File: src/rtl/nsc_pkg.sv
// ----------------------------------------------------------------------------
// nsc_pkg
// Shared types, character codes and helpers for the NMEA sentence checker.
// ----------------------------------------------------------------------------
package nsc_pkg;

    localparam int MAX_SENTENCE_LEN_DEF = 128;

    localparam logic [7:0] CHAR_DOLLAR = 8'h24;
    localparam logic [7:0] CHAR_STAR   = 8'h2A;
    localparam logic [7:0] CHAR_COMMA  = 8'h2C;
    localparam logic [7:0] CHAR_CR     = 8'h0D;
    localparam logic [7:0] CHAR_LF     = 8'h0A;
    localparam logic [7:0] CHAR_ZERO   = 8'h30;
    localparam logic [7:0] CHAR_ONE    = 8'h31;
    localparam logic [7:0] CHAR_NINE   = 8'h39;
    localparam logic [7:0] CHAR_UPPER_A = 8'h41;

    localparam logic [23:0] TYPE_GGA = 24'h474741;
    localparam logic [23:0] TYPE_GSA = 24'h475341;

    localparam logic [4:0] GGA_FIX_FIELD = 5'd6;
    localparam logic [4:0] GSA_FIX_FIELD = 5'd2;
    localparam logic [4:0] COMMA_COUNT_MAX = 5'd31;

    typedef enum logic [1:0] {
        STATUS_OK       = 2'd0,
        STATUS_BAD_STAR = 2'd1,
        STATUS_BAD_SUM  = 2'd2
    } status_t;

    typedef enum logic [1:0] {
        KIND_OTHER = 2'd0,
        KIND_GGA   = 2'd1,
        KIND_GSA   = 2'd2
    } kind_t;

    typedef struct packed {
        status_t status;
        kind_t   kind;
        logic    has_fix;
    } result_t;

    function automatic logic [7:0] hex_char(input logic [3:0] nibble);
        if (nibble < 4'd10) begin
            return CHAR_ZERO + {4'd0, nibble};
        end else begin
            return CHAR_UPPER_A + {4'd0, nibble} - 8'd10;
        end
    endfunction

endpackage

File: src/rtl/nsc_rx_stage.sv
// ----------------------------------------------------------------------------
// nsc_rx_stage
// Input register that holds one received byte until the tracker consumes it.
// ----------------------------------------------------------------------------
module nsc_rx_stage import nsc_pkg::*; (
    input  logic       aclk,
    input  logic       aresetn,
    input  logic       s_valid,
    output logic       s_ready,
    input  logic [7:0] s_rx_byte,
    input  logic       take,
    output logic       byte_valid,
    output logic [7:0] byte_data
);

    logic       valid_reg;
    logic       valid_next;
    logic [7:0] data_reg;
    logic       load;

    assign s_ready    = !valid_reg || take;
    assign load       = s_valid && s_ready;
    assign valid_next = load || (valid_reg && !take);
    assign byte_valid = valid_reg;
    assign byte_data  = data_reg;

    always_ff @(posedge aclk) begin
        if (!aresetn) begin
            valid_reg <= 1'b0;
        end else begin
            valid_reg <= valid_next;
        end
    end

    always_ff @(posedge aclk) begin
        if (load) begin
            data_reg <= s_rx_byte;
        end
    end

endmodule

File: src/rtl/nsc_tracker.sv
// ----------------------------------------------------------------------------
// nsc_tracker
// Sentence state: checksum, type characters, comma and field tracking, and
// the result of a sentence when its line feed arrives.
// ----------------------------------------------------------------------------
module nsc_tracker import nsc_pkg::*; #(
    parameter int MAX_SENTENCE_LEN = MAX_SENTENCE_LEN_DEF
) (
    input  logic       aclk,
    input  logic       aresetn,
    input  logic       step,
    input  logic [7:0] rx_byte,
    output logic       emit,
    output result_t    result
);

    typedef struct packed {
        logic        in_sentence;
        logic [7:0]  char_count;
        logic [7:0]  running_xor;
        logic        star_seen;
        logic [7:0]  star_position;
        logic [39:0] last_chars;
        logic [23:0] type_chars;
        logic [4:0]  comma_count;
        logic [7:0]  field_first_char;
        logic [7:0]  field_length;
        logic [7:0]  field_number_value;
        logic        field_open;
        logic        digit_run;
        logic        gga_ok;
        logic        gsa_ok;
        logic [15:0] recv_hex;
    } track_state_t;

    localparam logic [7:0] MAX_LEN = 8'(MAX_SENTENCE_LEN);

    track_state_t st_reg;
    track_state_t st_next;

    function automatic track_state_t close_field(input track_state_t s);
        track_state_t r;
        r = s;
        if (s.field_open) begin
            if (s.comma_count == GGA_FIX_FIELD) begin
                r.gga_ok = (s.field_length == 8'd1) && (s.field_first_char == CHAR_ONE);
            end else if (s.comma_count == GSA_FIX_FIELD) begin
                r.gsa_ok = (s.field_number_value > 8'd1);
            end
            r.field_open = 1'b0;
        end
        return r;
    endfunction

    always_comb begin
        track_state_t nx;
        logic [7:0]   idx;
        logic [4:0]   commas;
        logic [11:0]  scaled;
        logic         star_ok;
        logic [15:0]  want;

        nx      = st_reg;
        idx     = st_reg.char_count;
        commas  = st_reg.comma_count;
        scaled  = '0;
        star_ok = 1'b0;
        want    = '0;
        emit    = 1'b0;
        result  = '{status: STATUS_OK, kind: KIND_OTHER, has_fix: 1'b0};

        if (rx_byte == CHAR_DOLLAR) begin
            nx             = '0;
            nx.in_sentence = 1'b1;
            nx.char_count  = 8'd1;
            nx.last_chars  = {32'd0, rx_byte};
        end else if (st_reg.in_sentence) begin
            if (st_reg.char_count >= MAX_LEN) begin
                nx = '0;
            end else begin
                nx.char_count = idx + 8'd1;
                nx.last_chars = {st_reg.last_chars[31:0], rx_byte};
                if (idx >= 8'd3 && idx <= 8'd5) begin
                    nx.type_chars = {st_reg.type_chars[15:0], rx_byte};
                end

                if (st_reg.star_seen) begin
                    if ({1'b0, idx} == {1'b0, st_reg.star_position} + 9'd1) begin
                        nx.recv_hex = {rx_byte, 8'h00};
                    end else if ({1'b0, idx} == {1'b0, st_reg.star_position} + 9'd2) begin
                        nx.recv_hex[7:0] = rx_byte;
                    end
                end else if (rx_byte == CHAR_STAR) begin
                    nx               = close_field(nx);
                    nx.star_seen     = 1'b1;
                    nx.star_position = idx;
                end else begin
                    if (rx_byte != CHAR_LF) begin
                        nx.running_xor = st_reg.running_xor ^ rx_byte;
                    end
                    if (rx_byte == CHAR_COMMA) begin
                        nx = close_field(nx);
                        if (commas != COMMA_COUNT_MAX) begin
                            commas = commas + 5'd1;
                        end
                        nx.comma_count = commas;
                        if (commas == GSA_FIX_FIELD || commas == GGA_FIX_FIELD) begin
                            nx.field_open         = 1'b1;
                            nx.digit_run          = 1'b1;
                            nx.field_first_char   = '0;
                            nx.field_length       = '0;
                            nx.field_number_value = '0;
                        end
                    end else if (rx_byte == CHAR_CR || rx_byte == CHAR_LF) begin
                        nx = close_field(nx);
                    end else if (st_reg.field_open) begin
                        if (st_reg.field_length == 8'd0) begin
                            nx.field_first_char = rx_byte;
                        end
                        if (st_reg.field_length != 8'hFF) begin
                            nx.field_length = st_reg.field_length + 8'd1;
                        end
                        if (st_reg.digit_run && rx_byte >= CHAR_ZERO && rx_byte <= CHAR_NINE) begin
                            scaled = {1'b0, st_reg.field_number_value, 3'b000}
                                   + {3'b000, st_reg.field_number_value, 1'b0}
                                   + {8'd0, rx_byte[3:0]};
                            nx.field_number_value = (scaled > 12'd255) ? 8'hFF : scaled[7:0];
                        end else begin
                            nx.digit_run = 1'b0;
                        end
                    end
                end

                if (rx_byte == CHAR_LF) begin
                    emit    = 1'b1;
                    star_ok = (nx.char_count >= 8'd5) && (nx.last_chars[39:32] == CHAR_STAR);
                    want    = {hex_char(nx.running_xor[7:4]), hex_char(nx.running_xor[3:0])};
                    if (!star_ok) begin
                        result.status = STATUS_BAD_STAR;
                    end else if (want != nx.recv_hex) begin
                        result.status = STATUS_BAD_SUM;
                    end else if (nx.char_count >= 8'd6) begin
                        if (nx.type_chars == TYPE_GGA) begin
                            result.kind    = KIND_GGA;
                            result.has_fix = nx.gga_ok;
                        end else if (nx.type_chars == TYPE_GSA) begin
                            result.kind    = KIND_GSA;
                            result.has_fix = nx.gsa_ok;
                        end
                    end
                    nx = '0;
                end
            end
        end

        st_next = nx;
    end

    always_ff @(posedge aclk) begin
        if (!aresetn) begin
            st_reg <= '0;
        end else if (step) begin
            st_reg <= st_next;
        end
    end

endmodule

File: src/rtl/nsc_out_stage.sv
// ----------------------------------------------------------------------------
// nsc_out_stage
// Result register that holds one sentence result until the sink takes it.
// ----------------------------------------------------------------------------
module nsc_out_stage import nsc_pkg::*; (
    input  logic       aclk,
    input  logic       aresetn,
    input  logic       load,
    input  result_t    result,
    output logic       free,
    output logic       m_valid,
    input  logic       m_ready,
    output logic [1:0] m_status,
    output logic [1:0] m_sentence_kind,
    output logic       m_has_fix
);

    logic    valid_reg;
    logic    valid_next;
    result_t result_reg;

    assign free       = !valid_reg || m_ready;
    assign valid_next = load || (valid_reg && !m_ready);

    assign m_valid         = valid_reg;
    assign m_status        = result_reg.status;
    assign m_sentence_kind = result_reg.kind;
    assign m_has_fix       = result_reg.has_fix;

    always_ff @(posedge aclk) begin
        if (!aresetn) begin
            valid_reg <= 1'b0;
        end else begin
            valid_reg <= valid_next;
        end
    end

    always_ff @(posedge aclk) begin
        if (load) begin
            result_reg <= result;
        end
    end

endmodule

File: src/rtl/nmea_sentence_checker_unit.sv
// ----------------------------------------------------------------------------
// nmea_sentence_checker_unit
// Checks NMEA 0183 sentences byte by byte and reports status, sentence kind
// and fix flag for every sentence ended by a line feed within MAX_SENTENCE_LEN bytes.
//
//   Channel   Ports                                     Beat
//   input     s_valid s_ready s_rx_byte                 one received byte
//   result    m_valid m_ready m_status                  one checked sentence
//             m_sentence_kind m_has_fix
//
// A byte is held in the input register while the tracker works on it; the
// result of a line feed is registered in the result register and offered on
// the result channel from there. One byte per cycle is sustained while
// results are taken. Reset is synchronous and active low and returns the block
// to the idle state. A stalled result only holds back a line feed that would
// produce another one; other bytes keep flowing while the result waits.
// ----------------------------------------------------------------------------
module nmea_sentence_checker_unit import nsc_pkg::*; #(
    parameter int MAX_SENTENCE_LEN = MAX_SENTENCE_LEN_DEF
) (
    input  logic       aclk,
    input  logic       aresetn,
    input  logic       s_valid,
    output logic       s_ready,
    input  logic [7:0] s_rx_byte,
    output logic       m_valid,
    input  logic       m_ready,
    output logic [1:0] m_status,
    output logic [1:0] m_sentence_kind,
    output logic       m_has_fix
);

    logic       byte_valid;
    logic [7:0] byte_data;
    logic       emit;
    logic       out_free;
    logic       advance;
    result_t    result;

    assign advance = byte_valid && (!emit || out_free);

    nsc_rx_stage u_rx_stage (
        .aclk       (aclk),
        .aresetn    (aresetn),
        .s_valid    (s_valid),
        .s_ready    (s_ready),
        .s_rx_byte  (s_rx_byte),
        .take       (advance),
        .byte_valid (byte_valid),
        .byte_data  (byte_data)
    );

    nsc_tracker #(
        .MAX_SENTENCE_LEN (MAX_SENTENCE_LEN)
    ) u_tracker (
        .aclk    (aclk),
        .aresetn (aresetn),
        .step    (advance),
        .rx_byte (byte_data),
        .emit    (emit),
        .result  (result)
    );

    nsc_out_stage u_out_stage (
        .aclk            (aclk),
        .aresetn         (aresetn),
        .load            (advance && emit),
        .result          (result),
        .free            (out_free),
        .m_valid         (m_valid),
        .m_ready         (m_ready),
        .m_status        (m_status),
        .m_sentence_kind (m_sentence_kind),
        .m_has_fix       (m_has_fix)
    );

endmodule
File: config.mk
export PLATFORM = sky130hd
export DESIGN_NAME = nmea_sentence_checker_unit
export DESIGN_NICKNAME = d
export VERILOG_FILES = /design/src/rtl/nsc_pkg.sv /design/src/rtl/nsc_rx_stage.sv /design/src/rtl/nsc_tracker.sv /design/src/rtl/nsc_out_stage.sv /design/src/rtl/nmea_sentence_checker_unit.sv
export SDC_FILE = /design/constraint.sdc
export NUM_CORES = 1
export LEC_CHECK = 0
export ABC_AREA = 1
export BUFFER_PORTS_ARGS = -buffer_cell sky130_fd_sc_hd__buf_2
export CORE_MARGIN = 3
export CORE_UTILIZATION = 53
export DETAILED_ROUTE_END_ITERATION = 6
export PLACE_DENSITY = 0.72
export SLEW_MARGIN = 20
export SYNTH_ARGS = -nofsm -noshare
export SYNTH_HDL_FRONTEND = slang
export SYNTH_SLANG_ARGS = --single-unit
File: constraint.sdc
create_clock -name aclk -period 2.8 [get_ports aclk]
set_clock_uncertainty 0.15 [all_clocks]
set_input_delay 0.14 -clock aclk [delete_from_list [all_inputs] [get_ports aclk]]
set_output_delay 0.14 -clock aclk [all_outputs]
set_load 0.03 [all_outputs]
# Yosys cells after proc, flatten, opt, wreduce, memory -nomap -nowiden
# Index checks and enable logic that the tools add are counted.
# Widths: inputs -> output; s select.
# totals
reg_bits	146
inputBits	12
out_inout_bits	7
# op_classes
add_sub_neg	13
magnitude_cmp	11
n_eq_ne	25
n_mux	60
bitwise_logic	5
reduce_logical	43
# op_table
cell	count
$mux 139	4
$mux 123	3
$mux 8	18
$mux 130	1
$mux 114	1
$mux 24	3
$mux 16	4
$mux 49	1
$eq 24x23->1 const B	2
$eq 8x6->1 const B	5
$mux 5	7
$reduce_and 8->1	4
$mux 26	1
$reduce_bool 5->1	4
$eq 8x9->1	2
$mux 18	1
$add 7x4->8 const A	2
$add 8x1->8 const B	2
$eq 8x4->1 const B	2
$ge 8x3->1 const B	2
$ne 16x16->1	1
$sub 8x4->8 const B	2
$add 6x4->7 const A	2
$add 11x9->12	1
other kinds (41)	82

# Logic depth before layout (Yosys ltp)
# Gate-level depths: netlist of run 1.
# logic_depth
ltp_word	27
ltp_mapped	22

# Modules after synthesis
# From an unflattened synthesis of run 1, not the netlist that was laid out.
# unflattened
hier_cells	1219
hier_area_um2	8261.7
# modules_own_cells
module	instances	cells_each	area_per_inst_um2
nsc_tracker	1	1188	7748.7
nsc_rx_stage	1	15	291.5
nsc_out_stage	1	11	196.4
nmea_sentence_checker_unit	1	5	25.0

# Worst setup path before layout of run 1
# No wires, ideal clock.
# synth_path
kind	flip-flop to flip-flop
startpoint	register u_rx_stage.data_reg[3], in the netlist u_rx_stage.byte_data[3]
endpoint	register u_tracker.st_reg[24] (netlist bit)
setup_ns	0.132
arrival_ns	2.383
t_required_ns	2.518
setup_slack_ns	0.135
path_stages_with_launch	13
cell_sequence	edfxtp_1 fa_1 fa_1 nand3_1 and2_1 nor2_1 o21ai_0 inv_1 o21ai_0 and3_1 o21ai_0 nand2_1 a21oi_1
# synth_between
elab_chain_len	16
# synth_lines
element	line	source
from (decl)	nsc_rx_stage.sv:18	logic [7:0] data_reg;
from (signal assigned)	nsc_rx_stage.sv:37	data_reg <= s_rx_byte;
$add 12x4->12	nsc_tracker.sv:126	+ {8'd0, rx_byte[3:0]};
$gt 12x8->1	nsc_tracker.sv:127	nx.field_number_value = (scaled > 12'd255) ? 8'hFF : scaled[7:0];
$mux 8	nsc_tracker.sv:127	
$mux 8	nsc_tracker.sv:123	if (st_reg.digit_run && rx_byte >= CHAR_ZERO && rx_byte <= CHAR_NINE) begin
$mux 24	nsc_tracker.sv:116	end else if (st_reg.field_open) begin
$mux 24	nsc_tracker.sv:114	end else if (rx_byte == CHAR_CR || rx_byte == CHAR_LF) begin
$mux 49	nsc_tracker.sv:101	if (rx_byte == CHAR_COMMA) begin
$mux 130	nsc_tracker.sv:93	end else if (rx_byte == CHAR_STAR) begin
$mux 114	nsc_tracker.sv:87	if (st_reg.star_seen) begin
$mux 123	nsc_tracker.sv:78	if (st_reg.char_count >= MAX_LEN) begin
$mux 123	nsc_tracker.sv:77	end else if (st_reg.in_sentence) begin
$mux 123	nsc_tracker.sv:72	if (rx_byte == CHAR_DOLLAR) begin
$mux 139	nsc_tracker.sv:134	if (rx_byte == CHAR_LF) begin
$mux 139	nsc_tracker.sv:78	
$mux 139	nsc_tracker.sv:77	
$mux 139	nsc_tracker.sv:72	
to (signal assigned)	nsc_tracker.sv:163	st_reg <= st_next;
to (decl)	nsc_tracker.sv:38	track_state_t st_reg;
# Parallel ways exist; a longest one is shown, timed or not. The select of a mux whose other input is x is not followed.
# A chain may end at the register's enable or synchronous reset.

# Worst setup path after layout of run 1
# layout_path
startpoint	register u_rx_stage.data_reg[7], in the netlist u_rx_stage.byte_data[7]
endpoint	register u_out_stage.result_reg (netlist bit u_out_stage.m_sentence_kind[0]), data pin
# layout_between
elab_chain_len	16
# layout_lines
element	line	source
$ne 8x4->1 / $xor 8x8->8 (equally long branches)	nsc_tracker.sv:98, nsc_tracker.sv:99	
$mux 8	nsc_tracker.sv:98	if (rx_byte != CHAR_LF) begin
$mux 130	nsc_tracker.sv:93	
$mux 114	nsc_tracker.sv:87	
$mux 123	nsc_tracker.sv:78	
$mux 123	nsc_tracker.sv:77	
$mux 123	nsc_tracker.sv:72	
$add 7x4->8	nsc_pkg.sv:48	return CHAR_UPPER_A + {4'd0, nibble} - 8'd10;
$sub 8x4->8	nsc_pkg.sv:48	
$mux 8	nsc_pkg.sv:45	if (nibble < 4'd10) begin
$mux 8	nsc_tracker.sv:134	
$mux 8	nsc_tracker.sv:78	
$mux 8	nsc_tracker.sv:77	
$mux 8	nsc_tracker.sv:72	
$ne 16x16->1	nsc_tracker.sv:140	end else if (want != nx.recv_hex) begin
$reduce_or 7->1 (no source line)	--	
to (signal assigned)	nsc_out_stage.sv:40	result_reg <= result;
to (decl)	nsc_out_stage.sv:20	result_t result_reg;
# Parallel ways exist; a longest one is shown, timed or not. The select of a mux whose other input is x is not followed.

==> run summary, run 1 <==
Status -> finished, violations left
Failing checks -> setup timing
CP endpoint kind -> flip-flop
Crit-path max FO -> 4
Clk_lat worst skew -> 440 ps
Post-Syn Area -> 8410 µm²
Core Util, Final -> 66.5%
Total GRT Usage -> 25.4%
Port bufs -> 18
Final period utilization -> 100%
Clock-pin transition on the worst setup and hold timing paths -> 60 ps
Fillers -> 1,318
Iteration-0 DRC count of the detailed router -> 700
Syn nets -> 1,296
Top cells by area, synth -> dfxtp_1 32%, nand2_1 17%, a21oi_1 7.6%, inv_1 5.3%, nand3_1 5.1%
Final TNS setup -> -1.00 ps
Drt drc -> 0
Power Density -> 472 nW/µm²
RSZ-0062 raised after global routing -> yes
Final Critical Period -> 2800 ps
DPL Wire Length -> 15,100 µm
Clock tree sinks -> 146
Area of the multi-input gates -> 4970 µm²
Diode count -> 0
CP arrival -> 2950 ps
Largest net degree at the start of global routing -> 102
HP Class -> in -> reg
CTS Buf Count -> 17
Num ports -> 19
Crit path setup slack, layout -> -1.00 ps
Die area -> 17,400 µm²
Rows -> 45
Crit start category -> flip-flop
Synth Flop Type -> dfxtp_1
Die Span Y -> 132 µm
H-tree levels -> 4
Critical path type -> reg -> reg
Least-Margin Pin Slew -> 977 ps
Placed Instance Area -> 8960 µm²
Max reg flops -> 131
Synth top cells by count -> 383 x nand2_1, 133 x dfxtp_1, 127 x a21oi_1
Placed insts -> 1,483
Root Buffer -> clkbuf_16
Share of cells above drive strength 1 -> 17.8%
Initial antenna violation count -> 0
Static leakage -> 0.00422 µW
Routed Wire Length -> 22,900 µm
Number of synthesized flops with an enable pin -> 13
Post-route insts no fill -> 1,553
Slew Limit Fails -> 0
Initial cell density of the core -> 54.7%
Cell accounting for the most synthesized area -> dfxtp_1
DRT Pass-1 Iters -> 5
Relative slew slack -> 34.6%
WHS -> 270 ps
Post-DRT Antenna Nets -> 0
Area growth, synth to finish -> 21.6%
Nets -> 1,371
First-pass GRT wire length -> 36,700 µm
Via density per instance -> 5.39
Async set-or-reset flop fraction in the synthesized netlist -> 0%
Core region area -> 15,400 µm²
Hold Fails Final Rpt -> 0
Ys Warns -> 0
Worst vdd rail ir drop -> 0.465 mV
Vias post-DR -> 8,378
CTS tree -> done
Post-Syn Instances -> 1,254
Final setup fails -> 1
Reg area -> 3060 µm²
Top cell type's share of synthesized area -> 31.7%
Sequential fraction of the synthesis area -> 36.3%
Global placer's final weighted congestion -> 0.905
Vias in the first global route -> 7,642
Most frequent cell after synthesis -> nand2_1
Mean area per synthesized cell -> 6.70 µm²
CP required -> 2950 ps
Final instance area -> 10,200 µm²
Total gr overflow -> 0
Yosys cell types -> 48
Avg WL per Cell -> 14.7 µm
Clk buf depth -> 2
Flops & latches, synth -> 146
Die Span X -> 132 µm
F_max -> 0.357 GHz
Maxcap violations -> 0
==> cells by family (layout without fill, tap and decap cells) <==
group | Yosys count | after routing | synth area share [%]
fa+ha+maj | 30 | 30 | 4.64
buf+inv | 181 | 269 | 8.56
simple gates | 654 | 654 | 34.2
xor+xnor | 18 | 18 | 1.88
compound gates | 225 | 225 | 14.5
flops | 146 | 146 | 36.3
==> final timing paths <==
path | startpoint | depth (start not counted) | slack, ps | endpoint
min | s_rx_byte[7] | 2 | 270 | u_rx_stage.byte_data[7]
max reg2reg | u_rx_stage.byte_data[7] | 19 | -1 | u_out_stage.m_sentence_kind[0]
min reg2reg | u_tracker.st_reg[43] | 2 | 300 | u_tracker.st_reg[43]
max | u_rx_stage.byte_data[7] | 19 | -1 | u_out_stage.m_sentence_kind[0]
==> critical path, cell delays in order (launching register included) <==
cell and delay (ps):
edfxtp_1 470, inv_2 130, nand2_4 60, nor2_4 130
nand2_4 70, buf_4 140, nand4_1 90, nand2_1 90
inv_1 60, ha_1 130, inv_1 60, o21ai_0 220
nand2_2 100, nand3_1 90, nand2_1 70, nor2_1 100
nand2_1 100, nor2_4 180, nand3_4 110, nor2_2 110
==> cells in the final DEF (no fill, tap or decap), types with 18 or more instances in the layout <==
master,Yosys,final
nand2_1,383,370
a21oi_1,127,125
o21ai_0,62,54
inv_1,119,112
buf_4,2,69
ha_1,28,22
dfxtp_1,133,130
nor2_1,97,81
nand3_1,85,76
nor2_4,9,19
buf_2,19,18
==> layout make-up <==
class                   instances  share of cell area, %
clock inverters                14                   1.37
well taps                     211                   2.58
repair buffers                108                   8.51
multi-input cells             927                   48.7
inverters                     129                   4.79
clock buffers                  18                   4.20
flip-flops and latches        146                   29.9
==> report_power, final <==
part / internal (µW) / switching (µW) / total (µW)
Clock: 1300 / 923 / 2230
Sequential: 2130 / 20.1 / 2150
Combinational: 163 / 286 / 449
==> timing repair <==
| action | 4_1_cts | 5_1_grt |
|---|---|---|
| setup endpoints to repair | 12 | 57 |
| hold buffers | 11 | 0 |
| gates resized for setup | 7 | 98 |
| endpoints found under the hold margin | 12 | 0 |
| pin swaps | 3 | 36 |
| setup buffers | 2 | 25 |
==> metrics by stage <==
step	power (µW)	setup slack, ps
2_1_floorplan	2410	135
3_3_place_gp	2530	-143
3_5_place_dp	2530	-202
4_1_cts	4760	4.69
5_1_grt	4980	-189
6_report	4820	-1.00
==> layer usage <==
layer	vias to the layer above	GRT usage (%)	share of wire, %
met4	0	10.6	3.4
met1	3804	33.9	44
met2	275	40.6	47
met3	62	4.54	5.8
li1	4237	-	-
met5	-	0	0
Note: power is estimated with default switching activity, not from simulation.
==> run 2, diff against run 1 <==
--- a/config.mk
+++ b/config.mk
@@ -5,7 +5,6 @@
 export SDC_FILE = /design/constraint.sdc
 export NUM_CORES = 1
 export LEC_CHECK = 0
-export ABC_AREA = 1
 export BUFFER_PORTS_ARGS = -buffer_cell sky130_fd_sc_hd__buf_2
 export CORE_MARGIN = 3
 export CORE_UTILIZATION = 53
==> run 2 against run 1 <==
Against the previous run:
- the flow finishes with violations (DRC, setup timing)
- critical endpoint is now u_out_stage.m_has_fix
- worst hold slack lost 180 ps
- non-clock buffer count grew 117
- critical path type unchanged
- via count grew 0.78%
- fmax shrank 23%
- sequential power is essentially flat
- largest cell class unchanged
- critical path depth shrank 6
- setup slack lost 850 ps
- sequential cell count is the same
- sequential share of layout area shrank 2.9 points
- total power grew 5.4%
- cell area grew 11%
==> run summary, run 2 <==
Mean area per synthesized cell -> 8.35 µm²
Slew Limit Fails -> 0
HP Class -> in -> reg
Clk_lat worst skew -> 440 ps
Post-DRT Antenna Nets -> 0
Hold depth -> 3
Root Buffer -> clkbuf_16
CP arrival -> 3740 ps
Crit-path max FO -> 4
Syn nets -> 976
Num ports -> 19
Synth top cells by count -> 133 x dfxtp_1, 129 x nor2_1, 80 x a21oi_1
Failing checks -> DRC, setup timing
Core region area -> 14,100 µm²
Port bufs -> 18
Flops & latches, synth -> 146
Synth Flop Type -> dfxtp_1
Static leakage -> 0.00426 µW
Post-Syn Area -> 7800 µm²
Least-Margin Pin Slew -> 856 ps
Pwr Total -> 5080 µW
RSZ-0062 raised after global routing -> yes
Post-Syn Instances -> 934
WHS -> 91.8 ps
Critical path type -> reg -> reg
CTS tree -> done
F_max -> 0.274 GHz
Worst vdd rail ir drop -> 0.552 mV
Via density per instance -> 6.45
H-tree levels -> 4
Ys Warns -> 0
DPL Wire Length -> 14,500 µm
Diode count -> 0
CTS Buf Count -> 17
Hold Fails Final Rpt -> 0
Sequential fraction of the synthesis area -> 39.1%
Routed Wire Length -> 27,500 µm
Hold path endpoint -> u_out_stage.m_valid
First-pass GRT wire length -> 36,200 µm
Final period utilization -> 130%
Die Span Y -> 127 µm
Relative slew slack -> 42.6%
Crit start category -> flip-flop
CP required -> 2900 ps
Async set-or-reset flop fraction in the synthesized netlist -> 0%
Crit path setup slack, layout -> -848 ps
Most common cell after layout, fill and taps aside -> buf_4
Hold Path Origin -> m_ready
Global placer's final weighted congestion -> 0.876
Total GRT Usage -> 27.6%
Nets -> 1,159
Die area -> 16,200 µm²
Core Util, Final -> 80.1%
Drt drc -> 6
Commonest cells after routing, fill and taps aside -> 157 x buf_4, 132 x dfxtp_1, 116 x nor2_1, 59 x a21oi_1, 51 x a22oi_2
Status -> finished, violations left
Final setup fails -> 98
Power Density -> 449 nW/µm²
Worst R2R Path Depth -> 13
Clock-pin transition on the worst setup and hold timing paths -> 60 ps
Maxcap violations -> 0
CP endpoint kind -> flip-flop
Share of cells above drive strength 1 -> 38.1%
DRT Pass-1 Iters -> 7
Clock tree sinks -> 146
Area growth, synth to finish -> 45.3%
Most frequent cell after synthesis -> dfxtp_1
Top cell type's share of synthesized area -> 34.1%
Placed insts -> 1,213
Initial antenna violation count -> 0
Vias in the first global route -> 7,310
Total gr overflow -> 0
Max reg flops -> 131
Cell accounting for the most synthesized area -> dfxtp_1
Die Span X -> 127 µm
Final Critical Period -> 3650 ps
Final TNS setup -> -15,960 ps
Worst r2r dst -> u_out_stage.m_has_fix
Rows -> 43
Post-route insts no fill -> 1,310
Largest net degree at the start of global routing -> 36
Avg WL per Cell -> 21.0 µm
Iteration-0 DRC count of the detailed router -> 912
Clk buf depth -> 2
Yosys cell types -> 83
Reg2reg setup slack -> -850 ps
RR Startpoint -> u_rx_stage.byte_data[0]
Initial cell density of the core -> 55.1%
Number of synthesized flops with an enable pin -> 13
Vias post-DR -> 8,443
Top cells by area, synth -> dfxtp_1 34%, a22oi_1 7.3%, nor2_1 6.2%, a21oi_1 5.1%, edfxtp_1 5.0%
==> run 2: per-stage QoR <==
stage / worst slack, ps / cell area (µm²)
after global routing: -974 / 11300
after floorplan: -836 / 7870
after detailed placement: -900 / 9060
after global placement: -813 / 9060
after CTS: -787 / 10300
final: -848 / 11300
==> run 2: cell families (layout without fill, tap and decap cells) <==
family                     after synthesis  in the layout  share of synthesized area (%)
DFF                                    146            146                           39.1
AOI/OAI and AO/OA                      262            262                           22.7
muxes                                    9              9                           1.27
buffers and inverters                   82            277                           4.17
xor gates and xnor gates                32             32                           3.87
and+or+nand+nor                        373            374                           23.9
adders and majority gates               30             30                           5.01
==> run 2: area by class of cell <==
type | count | area [µm²]
Clock buffer | 22 | 474
Clock inverter | 10 | 149
Fill cell | 829 | 2820
Inverter | 20 | 77.6
Multi-Input combinational cell | 707 | 5370
Sequential cell | 146 | 3050
Tap cell | 180 | 225
Timing Repair Buffer | 225 | 1980
==> run 2: worst max path at each step <==
| stage | startpoint | to | slack [ps] | cells past startpoint |
|---|---|---|---|---|
| 2_1_floorplan | u_rx_stage.byte_data[4] | u_out_stage.m_status[1] | -840 | 13 |
| 3_3_place_gp | u_rx_stage.byte_data[4] | u_out_stage.m_status[1] | -810 | 12 |
| 3_5_place_dp | u_rx_stage.byte_data[4] | u_out_stage.m_status[1] | -900 | 12 |
| 4_1_cts | u_rx_stage.byte_data[2] | u_out_stage.m_status[1] | -790 | 12 |
| 5_1_grt | u_rx_stage.byte_data[0] | u_out_stage.m_has_fix | -970 | 13 |
| 6_report | u_rx_stage.byte_data[0] | u_out_stage.m_has_fix | -850 | 13 |
==> run 2: power by group <==
group	total, µW	internal, µW	switching [µW]	leakage [µW]
logic	509	212	296	0.00278
clock network	2440	1480	953	0.000298
registers	2140	2120	15.9	0.00118
==> run 2: routing by layer <==
metal | GRT usage, % | up-vias | part of all wire, %
li1 | - | 3783 | -
met1 | 36.4 | 4033 | 39
met2 | 46.0 | 484 | 49
met3 | 4.97 | 143 | 7.0
met4 | 8.77 | 0 | 5.1
met5 | 0 | - | 0
==> run 2: critical path, stage by stage, from the launching register on <==
cell	delay [ps]
edfxtp_1	380
or3b_4	420
o311a_4	390
xor2_4	170
clkinv_2	100
ha_4	170
nand2b_4	140
o21ai_4	130
mux2_4	310
or4_4	410
a22oi_2	180
o311ai_4	170
buf_4	180
nor4_2	160
==> run 2: timing repair <==
action | in CTS | in global routing
endpoints found under the hold margin | 13 | 0
cloned | 1 | 9
setup endpoints to repair | 122 | 140
hold buffers | 10 | 0
pin swaps | 20 | 106
resized for setup | 53 | 179
buffers inserted | 28 | 25
==> run 3, diff against run 2 <==
--- a/config.mk
+++ b/config.mk
@@ -6,6 +6,7 @@
 export NUM_CORES = 1
 export LEC_CHECK = 0
 export BUFFER_PORTS_ARGS = -buffer_cell sky130_fd_sc_hd__buf_2
+export CORE_ASPECT_RATIO = 1.75
 export CORE_MARGIN = 3
 export CORE_UTILIZATION = 53
 export DETAILED_ROUTE_END_ITERATION = 6
==> run 3 against run 2 <==
Against the previous run:
- the run still ends with DRC, setup timing left
- sequential power about the same
- clock power down 9.0%
- register-to-register slack about the same
- sequential cell count unchanged
- cell area down 2.4%
- via count down 3.1%
- fmax up 0.20%
- critical endpoint is now u_tracker.st_reg[28]
==> run summary, run 3 (synthesis results as in run 2) <==
Status -> finished, violations left
Failing checks -> DRC, setup timing
Clk buf depth -> 2
Hold Fails Final Rpt -> 0
Core region area -> 14,400 µm²
Vias post-DR -> 8,178
Commonest cells after routing, fill and taps aside -> 134 x buf_4, 133 x dfxtp_1, 124 x nor2_1, 50 x a21oi_1, 46 x a22oi_1
Critical path type -> reg -> reg
Vias in the first global route -> 7,848
Core Util, Final -> 77.0%
Port bufs -> 18
Maxcap violations -> 0
Share of cells above drive strength 1 -> 35.6%
Clock-pin transition on the worst setup and hold timing paths -> 70 ps
Post-DRT Antenna Nets -> 0
Most common cell after layout, fill and taps aside -> buf_4
DRT Pass-1 Iters -> 7
Worst vdd rail ir drop -> 0.355 mV
Final TNS setup -> -92,380 ps
Die area -> 16,300 µm²
Crit-path max FO -> 7
Slew Limit Fails -> 0
Initial antenna violation count -> 0
Worst Setup SP -> u_rx_stage.byte_data[7]
Global placer's final weighted congestion -> 0.923
First-pass GRT wire length -> 38,200 µm
Final instance area -> 11,100 µm²
Setup WS pre-CTS -> -826 ps
Static leakage -> 0.00417 µW
Crit path to -> u_tracker.st_reg[28]
Avg WL per Cell -> 20.2 µm
Placed Instance Area -> 9000 µm²
Worst r2r dst -> u_tracker.st_reg[28]
Final Critical Period -> 3640 ps
Crit start category -> flip-flop
Max reg flops -> 131
Rows -> 58
Total gr overflow -> 0
Clock tree sinks -> 146
Crit path setup slack, layout -> -841 ps
RSZ-0062 raised after global routing -> yes
Diode count -> 0
Total GRT Usage -> 28.7%
Final period utilization -> 130%
Least-Margin Pin Slew -> 670 ps
Iteration-0 DRC count of the detailed router -> 727
RR Startpoint -> u_rx_stage.byte_data[7]
Pwr Total -> 4840 µW
Num ports -> 19
CP required -> 3000 ps
Reg2reg setup slack -> -840 ps
Area growth, synth to finish -> 41.8%
CP endpoint kind -> flip-flop
F_max -> 0.275 GHz
Worst R2R Path Depth -> 17
DPL Wire Length -> 15,200 µm
Routed Wire Length -> 26,000 µm
Relative slew slack -> 55.1%
CTS Buf Count -> 17
Largest net degree at the start of global routing -> 107
Via density per instance -> 6.35
CTS tree -> done
Die Span Y -> 166 µm
Clk_lat worst skew -> 430 ps
Initial cell density of the core -> 54.3%
Power Density -> 438 nW/µm²
HP Class -> in -> reg
Nets -> 1,137
Drt drc -> 2
Final setup fails -> 150
Root Buffer -> clkbuf_16
Die Span X -> 97.7 µm
H-tree levels -> 4
CP arrival -> 3850 ps
## run 3: changes by cell type in the layout (fill, tap and decap cells not counted), sizes merged, moves of 2 or more
cell      previous run  this run
buf                209       188
bufinv               3         0
clkbuf              28        24
clkinv               5         7
clkinvlp             2         0
inv                 20        27
## run 3: through the flow
| stage | hold WS (ps) | cells |
|---|---|---|
| after floorplan | 88.9 | 934 |
| after global placement | 169 | 1203 |
| after detailed placement | 168 | 1203 |
| after CTS | 50.3 | 1273 |
| after global routing | 144 | 1288 |
| final | 126 | 1288 |
## run 3: worst min path at each step
stage,end,cells after the start,slack (ps),startpoint
after global placement,u_rx_stage.byte_data[3],1,170,s_rx_byte[3]
after global routing,u_out_stage.m_valid,3,140,m_ready
after CTS,u_out_stage.m_valid,3,50,m_ready
after detailed placement,u_rx_stage.byte_data[0],1,170,s_rx_byte[0]
final,u_out_stage.m_valid,3,130,m_ready
after floorplan,u_rx_stage.byte_data[0],0,90,s_rx_byte[0]
## run 3: power breakdown
group	leakage, µW	internal (µW)	switching [µW]
Clock	0.000281	1180	1030
Combinational	0.00271	206	281
Sequential	0.00118	2120	14.7
Total	0.00417	3510	1330
## run 3: cell type report
| cell class | instances | area [µm²] |
|---|---|---|
| Tap cell | 180 | 225 |
| Sequential cell | 146 | 3050 |
| Fill cell | 935 | 3310 |
| Inverter | 20 | 77.6 |
| Timing Repair Buffer | 204 | 1870 |
| Clock inverter | 14 | 140 |
| Multi-Input combinational cell | 706 | 5260 |
| Clock buffer | 18 | 429 |
## run 3: timing repair
item,in CTS,in global routing
resized for setup,120,104
hold buffers,10,0
setup endpoints to repair,87,149
hold endpoints to repair,26,0
gates cloned,5,5
buffers inserted,24,13
pin swaps,43,48
## run 3: metal layers
metal	track usage, %	part of all wire, %
met1	31.1	36
met4	18.6	7.3
met2	51.4	52
met5	0	0
met3	4.11	5.3
## run 3: critical path, stage by stage (launching register included)
cell and delay [ps]:
edfxtp_1 410, or3_4 410, buf_4 140, buf_6 110
buf_6 100, buf_6 100, buf_6 100, buf_8 130
or3_4 360, o41ai_4 420, a21boi_2 110, o211ai_1 160
buf_4 200, a41oi_4 50, buf_6 160, buf_6 110
mux2_2 250, nor2_1 90
